--- src/rtl/core/pfc_pkg.sv ---
`default_nettype none

package pfc_pkg;

  // Square geometry and letter coding
  localparam int unsigned Side    = 5;
  localparam int unsigned LetterW = 5;
  localparam int unsigned RowW    = Side * LetterW;
  localparam int unsigned IdxW    = 3;
  localparam int unsigned CfgAddrW = 3;

  typedef logic [LetterW-1:0] letter_t;
  typedef logic [IdxW-1:0]    idx_t;
  typedef logic [Side-1:0]    sel_t;

  // Letter i is looked up as letter j
  localparam letter_t CodeI = letter_t'(8);
  localparam letter_t CodeJ = letter_t'(9);

  // Key square: row r, column c at bits 5c+4..5c of row r
  typedef logic [Side-1:0][RowW-1:0] key_t;

  // Match map: [row][col]
  typedef logic [Side-1:0][Side-1:0] match_t;

  // Location of one letter in the square
  typedef struct packed {
    logic found;
    idx_t row;
    idx_t col;
  } pos_t;

  // Configuration register indexes
  typedef enum logic [CfgAddrW-1:0] {
    RegKeyRow0  = 3'd0,
    RegKeyRow1  = 3'd1,
    RegKeyRow2  = 3'd2,
    RegKeyRow3  = 3'd3,
    RegKeyRow4  = 3'd4,
    RegDecrypt  = 3'd5
  } cfg_reg_e;

  // Step one place forward or back, wrapping around the side
  function automatic idx_t wrap_step(idx_t i, logic back);
    idx_t r;
    if (back) begin
      r = (i == '0) ? idx_t'(Side - 1) : idx_t'(i - idx_t'(1));
    end else begin
      r = (i == idx_t'(Side - 1)) ? '0 : idx_t'(i + idx_t'(1));
    end
    return r;
  endfunction

endpackage

`default_nettype wire

--- src/rtl/core/pfc_find.sv ---
`default_nettype none

// Picks the last match in row-major order out of a match map.
module pfc_find (
  input  pfc_pkg::match_t match_i,
  output pfc_pkg::pos_t   pos_o
);
  import pfc_pkg::*;

  sel_t row_hit;
  idx_t row_sel;
  idx_t col_sel;

  // Highest row holding a match
  always_comb begin
    row_sel = '0;
    for (int r = 0; r < Side; r++) begin
      row_hit[r] = |match_i[r];
      if (row_hit[r]) begin
        row_sel = idx_t'(r);
      end
    end
  end

  // Highest column matching within that row
  always_comb begin
    col_sel = '0;
    for (int c = 0; c < Side; c++) begin
      for (int r = 0; r < Side; r++) begin
        if (match_i[r][c] && (row_sel == idx_t'(r))) begin
          col_sel = idx_t'(c);
        end
      end
    end
  end

  assign pos_o.found = |row_hit;
  assign pos_o.row   = row_sel;
  assign pos_o.col   = col_sel;

endmodule

`default_nettype wire

--- src/rtl/core/playfair_digraph_cipher.sv ---
`default_nettype none

// Playfair digraph substitution, one digraph per beat.
//
// Input stream: one beat carries a digraph, two letters coded 0 (a) to 25 (z).
// Output stream: one beat per input beat, in order, with the two substituted
// letters and a tuser flag set when either letter is not in the key square;
// the input letters then pass through unchanged.
// Configuration: five key rows and the decrypt flag are written through cfg_we_i /
// cfg_addr_i / cfg_wdata_i by the user, only while no beat is in flight (not enforced).
//
// The pipeline has four register stages: match, locate, shift/select, cell
// readout. Throughput is one digraph per cycle while the receiver keeps up. Each
// stage moves on when it is empty or the next one moves, so a stalled receiver
// holds the last stage and bubbles further up still fill; s_axis_tready drops
// only once all four stages are full.
// Reset clears the key square to zero, selects encryption and empties the
// pipeline.
module playfair_digraph_cipher (
  input  logic                       clk_i,
  input  logic                       rst_ni,
  // configuration
  input  logic                       cfg_we_i,
  input  logic [pfc_pkg::CfgAddrW-1:0] cfg_addr_i,
  input  logic [pfc_pkg::RowW-1:0]   cfg_wdata_i,
  // input digraph stream
  input  logic                       s_axis_tvalid,
  output logic                       s_axis_tready,
  input  logic [15:0]                s_axis_tdata,  // [4:0] first_letter, [9:5] second_letter
  // output digraph stream
  output logic                       m_axis_tvalid,
  input  logic                       m_axis_tready,
  output logic [15:0]                m_axis_tdata,  // [4:0] first_out, [9:5] second_out
  output logic                       m_axis_tuser   // [0] letter_missing
);
  import pfc_pkg::*;

  // Configuration registers
  key_t key_q;
  logic decrypt_q;

  always_ff @(posedge clk_i or negedge rst_ni) begin
    if (!rst_ni) begin
      key_q     <= '0;
      decrypt_q <= 1'b0;
    end else if (cfg_we_i) begin
      unique case (cfg_addr_i)
        RegKeyRow0: key_q[0]  <= cfg_wdata_i;
        RegKeyRow1: key_q[1]  <= cfg_wdata_i;
        RegKeyRow2: key_q[2]  <= cfg_wdata_i;
        RegKeyRow3: key_q[3]  <= cfg_wdata_i;
        RegKeyRow4: key_q[4]  <= cfg_wdata_i;
        RegDecrypt: decrypt_q <= cfg_wdata_i[0];
        default: ;
      endcase
    end
  end

  // Stage enables: a stage loads when empty or when its contents move on
  logic v1_q, v2_q, v3_q, v4_q;
  logic free1, free2, free3, free4;

  assign free4 = !v4_q || m_axis_tready;
  assign free3 = !v3_q || free4;
  assign free2 = !v2_q || free3;
  assign free1 = !v1_q || free2;
  assign s_axis_tready = free1;

  always_ff @(posedge clk_i or negedge rst_ni) begin
    if (!rst_ni) begin
      v1_q <= 1'b0;
      v2_q <= 1'b0;
      v3_q <= 1'b0;
      v4_q <= 1'b0;
    end else begin
      if (free1) v1_q <= s_axis_tvalid;
      if (free2) v2_q <= v1_q;
      if (free3) v3_q <= v2_q;
      if (free4) v4_q <= v3_q;
    end
  end

  // Stage 1: compare both letters against every cell
  letter_t in_a, in_b, key_a, key_b;
  match_t  ma_d, mb_d;
  match_t  ma1_q, mb1_q;
  letter_t a1_q, b1_q;

  assign in_a  = s_axis_tdata[LetterW-1:0];
  assign in_b  = s_axis_tdata[2*LetterW-1:LetterW];
  assign key_a = (in_a == CodeI) ? CodeJ : in_a;
  assign key_b = (in_b == CodeI) ? CodeJ : in_b;

  always_comb begin
    for (int r = 0; r < Side; r++) begin
      for (int c = 0; c < Side; c++) begin
        ma_d[r][c] = (key_q[r][c*LetterW +: LetterW] == key_a);
        mb_d[r][c] = (key_q[r][c*LetterW +: LetterW] == key_b);
      end
    end
  end

  always_ff @(posedge clk_i) begin
    if (free1) begin
      ma1_q <= ma_d;
      mb1_q <= mb_d;
      a1_q  <= in_a;
      b1_q  <= in_b;
    end
  end

  // Stage 2: reduce match maps to positions
  pos_t    pa_d, pb_d;
  pos_t    pa2_q, pb2_q;
  letter_t a2_q, b2_q;

  pfc_find u_find_a (
    .match_i (ma1_q),
    .pos_o   (pa_d)
  );

  pfc_find u_find_b (
    .match_i (mb1_q),
    .pos_o   (pb_d)
  );

  always_ff @(posedge clk_i) begin
    if (free2) begin
      pa2_q <= pa_d;
      pb2_q <= pb_d;
      a2_q  <= a1_q;
      b2_q  <= b1_q;
    end
  end

  // Stage 3: apply the row, column or rectangle rule
  idx_t    ra_d, ca_d, rb_d, cb_d;
  sel_t    rsa_q, csa_q, rsb_q, csb_q;
  logic    miss3_q;
  letter_t a3_q, b3_q;

  always_comb begin
    ra_d = pa2_q.row;
    rb_d = pb2_q.row;
    ca_d = pb2_q.col;
    cb_d = pa2_q.col;
    if (pa2_q.row == pb2_q.row) begin
      ca_d = wrap_step(pa2_q.col, decrypt_q);
      cb_d = wrap_step(pb2_q.col, decrypt_q);
    end else if (pa2_q.col == pb2_q.col) begin
      ra_d = wrap_step(pa2_q.row, decrypt_q);
      rb_d = wrap_step(pb2_q.row, decrypt_q);
      ca_d = pa2_q.col;
      cb_d = pb2_q.col;
    end
  end

  always_ff @(posedge clk_i) begin
    if (free3) begin
      rsa_q   <= sel_t'(1) << ra_d;
      csa_q   <= sel_t'(1) << ca_d;
      rsb_q   <= sel_t'(1) << rb_d;
      csb_q   <= sel_t'(1) << cb_d;
      miss3_q <= !(pa2_q.found && pb2_q.found);
      a3_q    <= a2_q;
      b3_q    <= b2_q;
    end
  end

  // Stage 4: read the selected cells into the output register
  letter_t oa_d, ob_d;
  letter_t oa4_q, ob4_q;
  logic    miss4_q;

  always_comb begin
    oa_d = '0;
    ob_d = '0;
    for (int r = 0; r < Side; r++) begin
      for (int c = 0; c < Side; c++) begin
        if (rsa_q[r] && csa_q[c]) oa_d = oa_d | key_q[r][c*LetterW +: LetterW];
        if (rsb_q[r] && csb_q[c]) ob_d = ob_d | key_q[r][c*LetterW +: LetterW];
      end
    end
  end

  always_ff @(posedge clk_i) begin
    if (free4) begin
      oa4_q   <= miss3_q ? a3_q : oa_d;
      ob4_q   <= miss3_q ? b3_q : ob_d;
      miss4_q <= miss3_q;
    end
  end

  assign m_axis_tvalid = v4_q;
  assign m_axis_tdata  = {6'd0, ob4_q, oa4_q};
  assign m_axis_tuser  = miss4_q;

  // upper input bits carry nothing
  logic unused_in;
  assign unused_in = ^s_axis_tdata[15:2*LetterW];

endmodule

`default_nettype wire

--- config.mk ---
export PLATFORM = sky130hd
export DESIGN_NAME = playfair_digraph_cipher
export DESIGN_NICKNAME = d
export VERILOG_FILES = /design/src/rtl/core/pfc_pkg.sv /design/src/rtl/core/pfc_find.sv /design/src/rtl/core/playfair_digraph_cipher.sv
export SDC_FILE = /design/constraint.sdc
export NUM_CORES = 1
export LEC_CHECK = 0
export BUFFER_PORTS_ARGS = -buffer_cell sky130_fd_sc_hd__clkbuf_2
export CAP_MARGIN = 20
export CORE_MARGIN = 2
export CORE_UTILIZATION = 40
export CTS_BUF_LIST = sky130_fd_sc_hd__clkbuf_4
export DETAILED_ROUTE_END_ITERATION = 10
export SKIP_CTS_REPAIR_TIMING = 1
export SLEW_MARGIN = 20
export SYNTH_ARGS = -nofsm -noshare
export SYNTH_HDL_FRONTEND = slang
export SYNTH_SLANG_ARGS = --single-unit
--- constraint.sdc ---
create_clock -name clk_i -period 3.3 [get_ports clk_i]
set_input_delay 0.33 -clock clk_i [delete_from_list [all_inputs] [get_ports clk_i]]
set_output_delay 0.33 -clock clk_i [all_outputs]
set_load 0.01 [all_outputs]
# Word-level counts from Yosys, hierarchy flattened

Cells that the tools add are included.

Mux-type cells: 112
Add/sub/neg operators: 8
Reduce and logical (&&, ||, !) cells: 125
Shift operators: 4
Equality and inequality tests: 71
Bitwise logic cells: 48

Operators by type and width:

| operator              | count |
|---|---|
| $mux W5               | 54 |
| $eq A5 B5 Y1          | 50 |
| $or A5 B5 Y5          | 48 |
| $logic_and A1 B1 Y1   | 91 |
| $mux W3               | 22 |
| $reduce_or A25 Y1     | 2 |
| $reduce_or A5 Y1      | 10 |
| $mux W2               | 24 |
| $eq A3 B3 Y1 const B  | 8 |
| $logic_not A3 Y1      | 7 |
| $shl A1 B3 Y5 const A | 4 |
| $eq A3 B2 Y1 const B  | 6 |
| $add A3 B1 Y3 const B | 4 |
| $mux W1               | 12 |
| $reduce_and A2 Y1     | 6 |
| $sub A3 B1 Y3 const B | 4 |
| $eq A5 B4 Y1 const B  | 2 |
| $eq A3 B1 Y1 const B  | 3 |
| $eq A3 B3 Y1          | 2 |
| $logic_not A1 Y1      | 5 |
| $logic_or A1 B1 Y1    | 4 |

Word-level logic and storage cells: 408
Bits of input ports: 49
Output and inout bits: 19
Bits in registers: 256

# Longest topological paths before layout

Gate-level depths: netlist (run 1).

Depth in word-level cells: 51
Gate-level depth with buffers: 8
Mapped depth without buffers: 8

# By module

Synthesis (run 1) repeated with hierarchy kept, for this count alone.

Cell total of the unflattened synthesis: 1266
Area, all modules: 14830.5 um^2

Modules (own cells, without submodules):

| module                  | area an instance (um^2) | seq. area each (um^2) | times used | cells each |
|---|---|---|---|---|
| playfair_digraph_cipher | 14229.9                 | 7036.7                | 1          | 1176 |
| pfc_find (u_find_a)     | 310.3                   | 0.0                   | 1          | 45 |
| pfc_find (u_find_b)     | 290.3                   | 0.0                   | 1          | 45 |

# Least setup slack after synthesis (run 1)

OpenSTA, ideal clock, no wires.

Path kind: reg-to-reg
Start point: register v4_q, in the netlist m_axis_tvalid
End point: register a1_q[0] (enable)
Path slack: -0.111 ns
Data required time: 2.319 ns
Arrival: 2.430 ns
Period minus slack after synthesis: 3.411 ns
Stages on the path, launching flop included: 3
Cell sequence: dfrtp_1 -> nor2b_1 -> nand4_1

Cells in the longest elaborated chain, start to end: 5

Ends and longest elaborated chain:

| element                  | RTL line                       | text |
|---|---|---|
| start: declaration       | playfair_digraph_cipher.sv:60  | `logic v1_q, v2_q, v3_q, v4_q;` |
| start signal: assignment | playfair_digraph_cipher.sv:79  | `if (free4) v4_q <= v3_q;` |
| $logic_not A1 Y1         | playfair_digraph_cipher.sv:63  | `assign free4 = !v4_q \|\| m_axis_tready;` |
| $logic_or A1 B1 Y1       | playfair_digraph_cipher.sv:63  |  |
| $logic_or A1 B1 Y1       | playfair_digraph_cipher.sv:64  | `assign free3 = !v3_q \|\| free4;` |
| $logic_or A1 B1 Y1       | playfair_digraph_cipher.sv:65  | `assign free2 = !v2_q \|\| free3;` |
| $logic_or A1 B1 Y1       | playfair_digraph_cipher.sv:66  | `assign free1 = !v1_q \|\| free2;` |
| via s_axis_tready        | playfair_digraph_cipher.sv:28  | `output logic s_axis_tready,` |
| end signal: assignment   | playfair_digraph_cipher.sv:107 | `a1_q <= in_a;` |
| end: declaration         | playfair_digraph_cipher.sv:87  | `letter_t a1_q, b1_q;` |

The timed path passes the listed nets, and every way through them passes these cells.
A chain may end at the register's enable or synchronous reset.

# Worst setup path in the final report (run 1)

Start point: register v4_q, in the netlist m_axis_tvalid
End point: output port s_axis_tready

Cells in the longest elaborated chain, start to end: 5

Ends and longest elaborated chain:

| element            | RTL line |
|---|---|
| $logic_not A1 Y1   | playfair_digraph_cipher.sv:63 |
| $logic_or A1 B1 Y1 | playfair_digraph_cipher.sv:63 |
| $logic_or A1 B1 Y1 | playfair_digraph_cipher.sv:64 |
| $logic_or A1 B1 Y1 | playfair_digraph_cipher.sv:65 |
| $logic_or A1 B1 Y1 | playfair_digraph_cipher.sv:66 |
| end: declaration   | playfair_digraph_cipher.sv:28 |

No other way between the ends.

==> impl_metrics.env, run 1 <==
export IMPL_wire_length_per_cell_after_detailed_routing_um=25.5
export IMPL_routed_top_layer="met4"
export IMPL_critPathArrivalTime_ps=2260
export IMPL_initial_antenna_violation_count=1
export IMPL_core_rowCount=70
export IMPL_ys_dominant_reg_cell="sky130_fd_sc_hd__dfrtp_1"
export IMPL_cp_endpoint_kind="output port"
export IMPL_synth_area_per_cell_um2=11.6
export IMPL_num_vias=11100
export IMPL_place_detailed_instances=1735
export IMPL_io_buffers=55
export IMPL_finalCriticalPeriod_ps=2590
export IMPL_ys_top_cells_by_area="sky130_fd_sc_hd__edfxtp_1, sky130_fd_sc_hd__dfrtp_1, sky130_fd_sc_hd__xnor2_1"
export IMPL_unrepaired_setup_endpoints_after_global_routing="no"
export IMPL_core_um2=36300
export IMPL_routabilityCongestion=0.961
export IMPL_clock_skew_final_ps=57.4
export IMPL_layout_cells_most_common_list="sky130_fd_sc_hd__xnor2_1, sky130_fd_sc_hd__dfrtp_1, sky130_fd_sc_hd__mux2_2"
export IMPL_synth_top_area_cell="sky130_fd_sc_hd__edfxtp_1"
export IMPL_met1_routed_wirelength_after_detailed_routing_um=20300
export IMPL_worst_slew_pin_slew_ps=1140
export IMPL_die_area_um2=38100
export IMPL_cts_tree="built"
export IMPL_netlist_instances=1256
export IMPL_timing_reg2reg_worst_path_depth=6
export IMPL_synth_ff_latch_count=256
export IMPL_finalSetupViolCount=0
export IMPL_critical_path_startpoint_type="register"
export IMPL_routed_wl_met3_um=3550
export IMPL_asyncSetResetFlopFracSynth_pct=50.8
export IMPL_overflow=0
export IMPL_syn_cell_area_um2=14600
export IMPL_power_leakage_nw=6.33
export IMPL_final_common_cell="sky130_fd_sc_hd__xnor2_1"
export IMPL_drt_first_pass_iters=8
export IMPL_worst_slack_after_detailed_placement_ps=832
export IMPL_drcViolationCount=0
export IMPL_clk_latency_ps=750
export IMPL_dp_final_hpwl_um=34700
export IMPL_die_height_um=195
export IMPL_finalWorstSetupSlack_ps=712
export IMPL_vias_per_cell=5.85
export IMPL_timing_worst_setup_path_type="reg2out"
export IMPL_fill_cells=3359
export IMPL_number_of_h_tree_levels=3
export IMPL_power_per_cell_area_nw_per_um2=823
export IMPL_total_clock_buffers_created_by_cts=71
export IMPL_status="completed"
export IMPL_synthDistinctLibCells=73
export IMPL_period_share_pct=78.4
export IMPL_wl_met2_um=23000
export IMPL_worst_ep_required_time_ps=2970
export IMPL_boundaryPins=68
export IMPL_timing_max_slew_rel_slack_pct=24.1
export IMPL_clkSinkCount=256
export IMPL_number_of_cells_on_the_worst_hold_path=3
export IMPL_achievable_frequency_mhz=386
export IMPL_layoutNonFillerInstCount=1892
export IMPL_grt_total_usage_pct=25.7
export IMPL_number_of_antenna_violating_nets_in_the_routed_design=0
export IMPL_drive_above_1_share_pct=24.8
export IMPL_report_final_slew_viol_count=0
export IMPL_drv_cap=0
export IMPL_dr_first_iter_drc_count=1252
export IMPL_finalNetCount=1435
export IMPL_clock_root_buffer="sky130_fd_sc_hd__clkbuf_4"
export IMPL_syn2layout_area_growth_pct=14.3
export IMPL_irDropWorstVdd_uv=326
export IMPL_grt_pass1_vias=11000
export IMPL_first_pass_grt_wire_length_um=72000
export IMPL_grt_start_max_net_pins=80
export IMPL_synth_seq_area_share_pct=48.1
export IMPL_initial_utilization_pct=40.2
export IMPL_critPathMaxFanout=10
export IMPL_hold_violations=0
export IMPL_yosys_area_top_type_share_pct=25.9
export IMPL_postRouteWirelength_um=48300
export IMPL_timing_hold_worst_class="in2reg"
export IMPL_number_of_enable_type_register_cells_in_the_synthesized_netlist=126
export IMPL_ctsLongestPathBuffers=3
export IMPL_yosysWarnings=0
export IMPL_die_w_um=195
export IMPL_cts_reportedPaths_clkPinSlew_ps=60
final cells by class:
cell class	instances	area, µm²	share of cell area (%)
diodes	1	2.50	0.0150
clock buffers	103	773	4.63
clock inverters	23	249	1.49
inverters	40	150	0.898
multi-input cells	884	7100	42.5
flip-flops and latches	256	7040	42.1
well taps	468	586	3.50
repair buffers	117	822	4.92
state kept, by name, summed over array words and instances, names as in the netlist, 7 cells and up:
register / flops
ma1_q: 25
mb1_q: 25
pa2_q: 7
pb2_q: 7
key_q: 125
routing by layer:
metal | GRT usage (%) | vias to the layer above
li1 | - | 4923
met1 | 33.7 | 5587
met2 | 41.7 | 461
met3 | 5.75 | 93
met4 | 9.44 | 0
met5 | 0 | -
where the power goes:
group	total (mW)	internal, mW	switching (mW)
logic	4.50	2.18	2.31
clock network	3.26	1.90	1.35
registers	6.01	4.27	1.74
total	13.8	8.36	5.41
worst max-delay path, cell delays in order (launching register included):
cell and delay (ps):
sky130_fd_sc_hd__dfrtp_1 360, sky130_fd_sc_hd__nor2b_4 280, sky130_fd_sc_hd__nand4_1 580, sky130_fd_sc_hd__clkbuf_2 320
through the flow:
step | power, mW | util, % | area (µm²) | hold WS, ps | setup TNS [ps]
2_1_floorplan | 8.61 | - | 14600 | 34.4 | -50.3
3_3_place_gp | 10.3 | 42.3 | 15400 | 400 | 0
3_5_place_dp | 10.4 | 42.3 | 15400 | 405 | 0
4_1_cts | 13.7 | 45.2 | 16400 | -383 | 0
5_1_grt | 14.5 | 46.0 | 16700 | 40.4 | 0
6_report | 13.8 | 46.0 | 16700 | 35.7 | 0
logic make-up (layout without fill, tap and decap cells):
logic type / after synthesis / in the layout / synth area share, %
buf+inv: 121 / 283 / 3.77
xor+xnor: 258 / 258 / 15.6
simple gates: 241 / 241 / 8.80
other cells: 1 / 7 / 0.0256
fa+ha+maj: 16 / 16 / 1.37
mux: 133 / 133 / 10.2
compound gates: 230 / 230 / 12.2
flops: 256 / 256 / 48.1
final timing paths:
kind | slack (ps) | start | endpoint
min reg2reg | 390 | a2_q[1] | a3_q[1]
max reg2reg | 710 | rsa_q[0] | oa4_q[3]
min | 40 | cfg_we_i | decrypt_q
max | 710 | m_axis_tvalid | s_axis_tready
max in group asynchronous | 2240 | rst_ni | key_q[124]
min in group asynchronous | 210 | rst_ni | key_q[62]
synthesized netlist by cell type (14+ instances only):
cell type                    n
sky130_fd_sc_hd__xnor2_1   256
sky130_fd_sc_hd__a21oi_1    31
sky130_fd_sc_hd__dfrtp_1   130
sky130_fd_sc_hd__nand2_1    33
sky130_fd_sc_hd__buf_2      42
sky130_fd_sc_hd__nor2_1     84
sky130_fd_sc_hd__inv_1      39
sky130_fd_sc_hd__a222oi_1   33
sky130_fd_sc_hd__edfxtp_1  126
sky130_fd_sc_hd__mux2_2    127
sky130_fd_sc_hd__ha_1       16
sky130_fd_sc_hd__a22oi_1    54
sky130_fd_sc_hd__nand4_1    53
sky130_fd_sc_hd__o21ai_0    14
sky130_fd_sc_hd__a22o_1     27
sky130_fd_sc_hd__clkbuf_1   23
Power figures use the tool's default switching activity.
==> run 2: changes to the inputs <==
==> constraint.sdc (replaced) <==
create_clock -name clk_i -period 2.64 [get_ports clk_i]
set_input_delay 0.264 -clock clk_i [delete_from_list [all_inputs] [get_ports clk_i]]
set_output_delay 0.264 -clock clk_i [all_outputs]
set_load 0.01 [all_outputs]
==> run 2 against run 1 <==
Non-clock buffer count increased by 13. The flow now finishes with violations (design-rule violations, negative setup slack). Flip-flop and latch count unchanged. Combinational power is 32% higher. Sequential share of layout area fell by 0.16 points. Critical path type is now reg2reg. Largest power group unchanged. Worst hold slack worse by 17 ps. Final cell count increased by 0.63%. Worst setup slack lost 720 ps. First-iteration DRC count increased by 22%. Via count grew 0.32%. Critical path depth increased by 2. Clock-buffer cell count up 1.
==> impl_metrics.env, run 2 (synthesized netlist as in run 1, its figures left out) <==
export IMPL_dp_final_hpwl_um=34300
export IMPL_core_rowCount=70
export IMPL_final_common_cell="sky130_fd_sc_hd__xnor2_1"
export IMPL_critPathMaxFanout=7
export IMPL_p_int_mw=10.3
export IMPL_timing_max_slew_rel_slack_pct=37.1
export IMPL_drt_first_pass_iters=11
export IMPL_drive_above_1_share_pct=25.4
export IMPL_number_of_cells_on_the_worst_hold_path=3
export IMPL_core_um2=36300
export IMPL_placed_area_um2=15500
export IMPL_timing_worst_setup_path_type="reg2reg"
export IMPL_initial_antenna_violation_count=2
export IMPL_cts_reportedPaths_clkPinSlew_ps=60
export IMPL_clock_root_buffer="sky130_fd_sc_hd__clkbuf_4"
export IMPL_layoutNonFillerInstCount=1904
export IMPL_achievable_frequency_mhz=378
export IMPL_power_per_cell_area_nw_per_um2=1010
export IMPL_power_switching_mw=6.69
export IMPL_routabilityCongestion=1.02
export IMPL_failed_checks="design-rule violations, negative setup slack"
export IMPL_worst_path_max_stage_delay_ps=840
export IMPL_wire_length_per_cell_after_detailed_routing_um=24.9
export IMPL_drv_cap=0
export IMPL_worst_r2r_endpoint="oa4_q[1]"
export IMPL_irDropWorstVdd_uv=443
export IMPL_num_vias=11100
export IMPL_worst_slew_pin_slew_ps=920
export IMPL_first_pass_grt_wire_length_um=70500
export IMPL_dr_first_iter_drc_count=1532
export IMPL_timing_critical_path_to="oa4_q[1]"
export IMPL_worst_slack_after_detailed_placement_ps=88.4
export IMPL_number_of_antenna_violating_nets_in_the_routed_design=0
export IMPL_total_power_consumption_of_the_routed_design_mw=17.0
export IMPL_io_buffers=55
export IMPL_unrepaired_setup_endpoints_after_global_routing="no"
export IMPL_finalNetCount=1445
export IMPL_power_switching_fraction_pct=39.4
export IMPL_share_seq_of_total_power_pct=42.9
export IMPL_place_detailed_instances=1746
export IMPL_ctsLongestPathBuffers=3
export IMPL_largest_regs="key_q: 125 flops, ma1_q: 25 flops, mb1_q: 25 flops"
export IMPL_finalCriticalPeriod_ps=2650
export IMPL_die_height_um=195
export IMPL_rr_startpoint="csa_q[0]"
export IMPL_fill_cells=3288
export IMPL_die_area_um2=38100
export IMPL_max_ffs_per_register=125
export IMPL_period_share_pct=100
export IMPL_critical_path_startpoint_type="register"
export IMPL_cp_cell_sequence="a31oi_1 > o221ai_1 > a2111oi_0 > buf_4 > a2bb2oi_1"
export IMPL_number_of_h_tree_levels=3
export IMPL_largest_register_by_flop_count="key_q"
export IMPL_cts_tree="built"
export IMPL_critical_path_slowest_cell="sky130_fd_sc_hd__a2111oi_0"
export IMPL_grt_start_max_net_pins=71
export IMPL_die_w_um=195
export IMPL_drcViolationCount=5
export IMPL_pwr_share_comb_pct=35.0
export IMPL_total_clock_buffers_created_by_cts=68
export IMPL_path_buf_inv=1
export IMPL_timing_reg2reg_setup_slack_ps=-7
export IMPL_clock_skew_final_ps=47.6
export IMPL_layout_cells_most_common_list="sky130_fd_sc_hd__xnor2_1, sky130_fd_sc_hd__dfrtp_1, sky130_fd_sc_hd__mux2_2"
export IMPL_syn2layout_area_growth_pct=14.7
export IMPL_grt_pass1_vias=10900
export IMPL_clkSinkCount=256
export IMPL_design_area_um2=16800
export IMPL_boundaryPins=68
export IMPL_startpoint="csa_q[0]"
export IMPL_postRouteWirelength_um=47300
export IMPL_initial_utilization_pct=40.2
export IMPL_timing_reg2reg_worst_path_depth=5
export IMPL_vias_per_cell=5.83
export IMPL_worst_ep_required_time_ps=3090
export IMPL_overflow=0
export IMPL_power_leakage_nw=6.38
export IMPL_hold_violations=0
export IMPL_final_core_util_pct=46.2
export IMPL_clkPwrFrac_pct=22.0
export IMPL_status="finished with violations"
export IMPL_finalWorstSetupSlack_ps=-7.40
export IMPL_cp_endpoint_kind="register"
export IMPL_report_final_slew_viol_count=0
export IMPL_timing_hold_worst_class="in2reg"
export IMPL_finalSetupViolCount=1
export IMPL_number_of_gates_on_the_worst_path_with_buffers_counted=5
export IMPL_clk_latency_ps=760
export IMPL_critPathArrivalTime_ps=3090
export IMPL_grt_total_usage_pct=25.0
export IMPL_path_delay_family="compound AO/OA/AOI/OAI gates"
## run 2: cell types whose count changed in the layout (fill, tap and decap cells not counted), sizes merged
cell	delta
clkinvlp	+1
dlygate4sd3	+2
clkinv	-3
buf	+11
clkbuf	+1
diode	+2
bufinv	-3
inv	+1
## run 2: worst min path at each step
stage | from | slack, ps | endpoint
6_report | cfg_addr_i[2] | 20 | decrypt_q
5_1_grt | cfg_addr_i[2] | 20 | decrypt_q
4_1_cts | rst_ni | -670 | key_q[66]
3_5_place_dp | rst_ni | 120 | key_q[83]
3_3_place_gp | rst_ni | 120 | key_q[83]
2_1_floorplan | rst_ni | -30 | decrypt_q
## run 2: worst register-to-register path, delay by kind of cell (launching register included)
family / cells / cell delay (ps)
AO/OA/AOI/OAI: 4 / 1570
buffers and inverters: 1 / 230
flip-flops: 1 / 540
## run 2: metrics by stage
stage	setup TNS [ps]	hold WS (ps)
6_report	-7.40	19.0
5_1_grt	0	21.3
4_1_cts	0	-671
3_5_place_dp	0	116
3_3_place_gp	0	117
2_1_floorplan	-39950	-31.6
## run 2: routing by layer
layer / share of wire (%) / global-route usage (%) / vias up
li1: - / - / 4945
met3: 8.0 / 5.44 / 113
met2: 47 / 40.6 / 568
met4: 3.5 / 9.10 / 0
met5: 0 / 0 / -
met1: 41 / 32.9 / 5473
## run 2: power groups by stage
stage                     logic [mW]  clock network [mW]  registers, mW
final                           5.94                3.74           7.28
after global routing            6.45                4.05           7.34
after CTS                       5.83                3.84           7.20
after detailed placement        5.79                   0           7.27
after global placement          5.68                   0           7.26
after floorplan                 4.51                   0           6.26
## run 2: layout make-up
cell class / count / area, µm² / area share, %
antenna: 3 / 7.51 / 0.0447
clock buffer: 104 / 781 / 4.65
clock inverter: 19 / 159 / 0.947
inverter: 40 / 150 / 0.895
multi-input combinational: 884 / 7100 / 42.3
sequential: 256 / 7040 / 41.9
tap: 468 / 586 / 3.49
timing repair buffer: 130 / 962 / 5.73
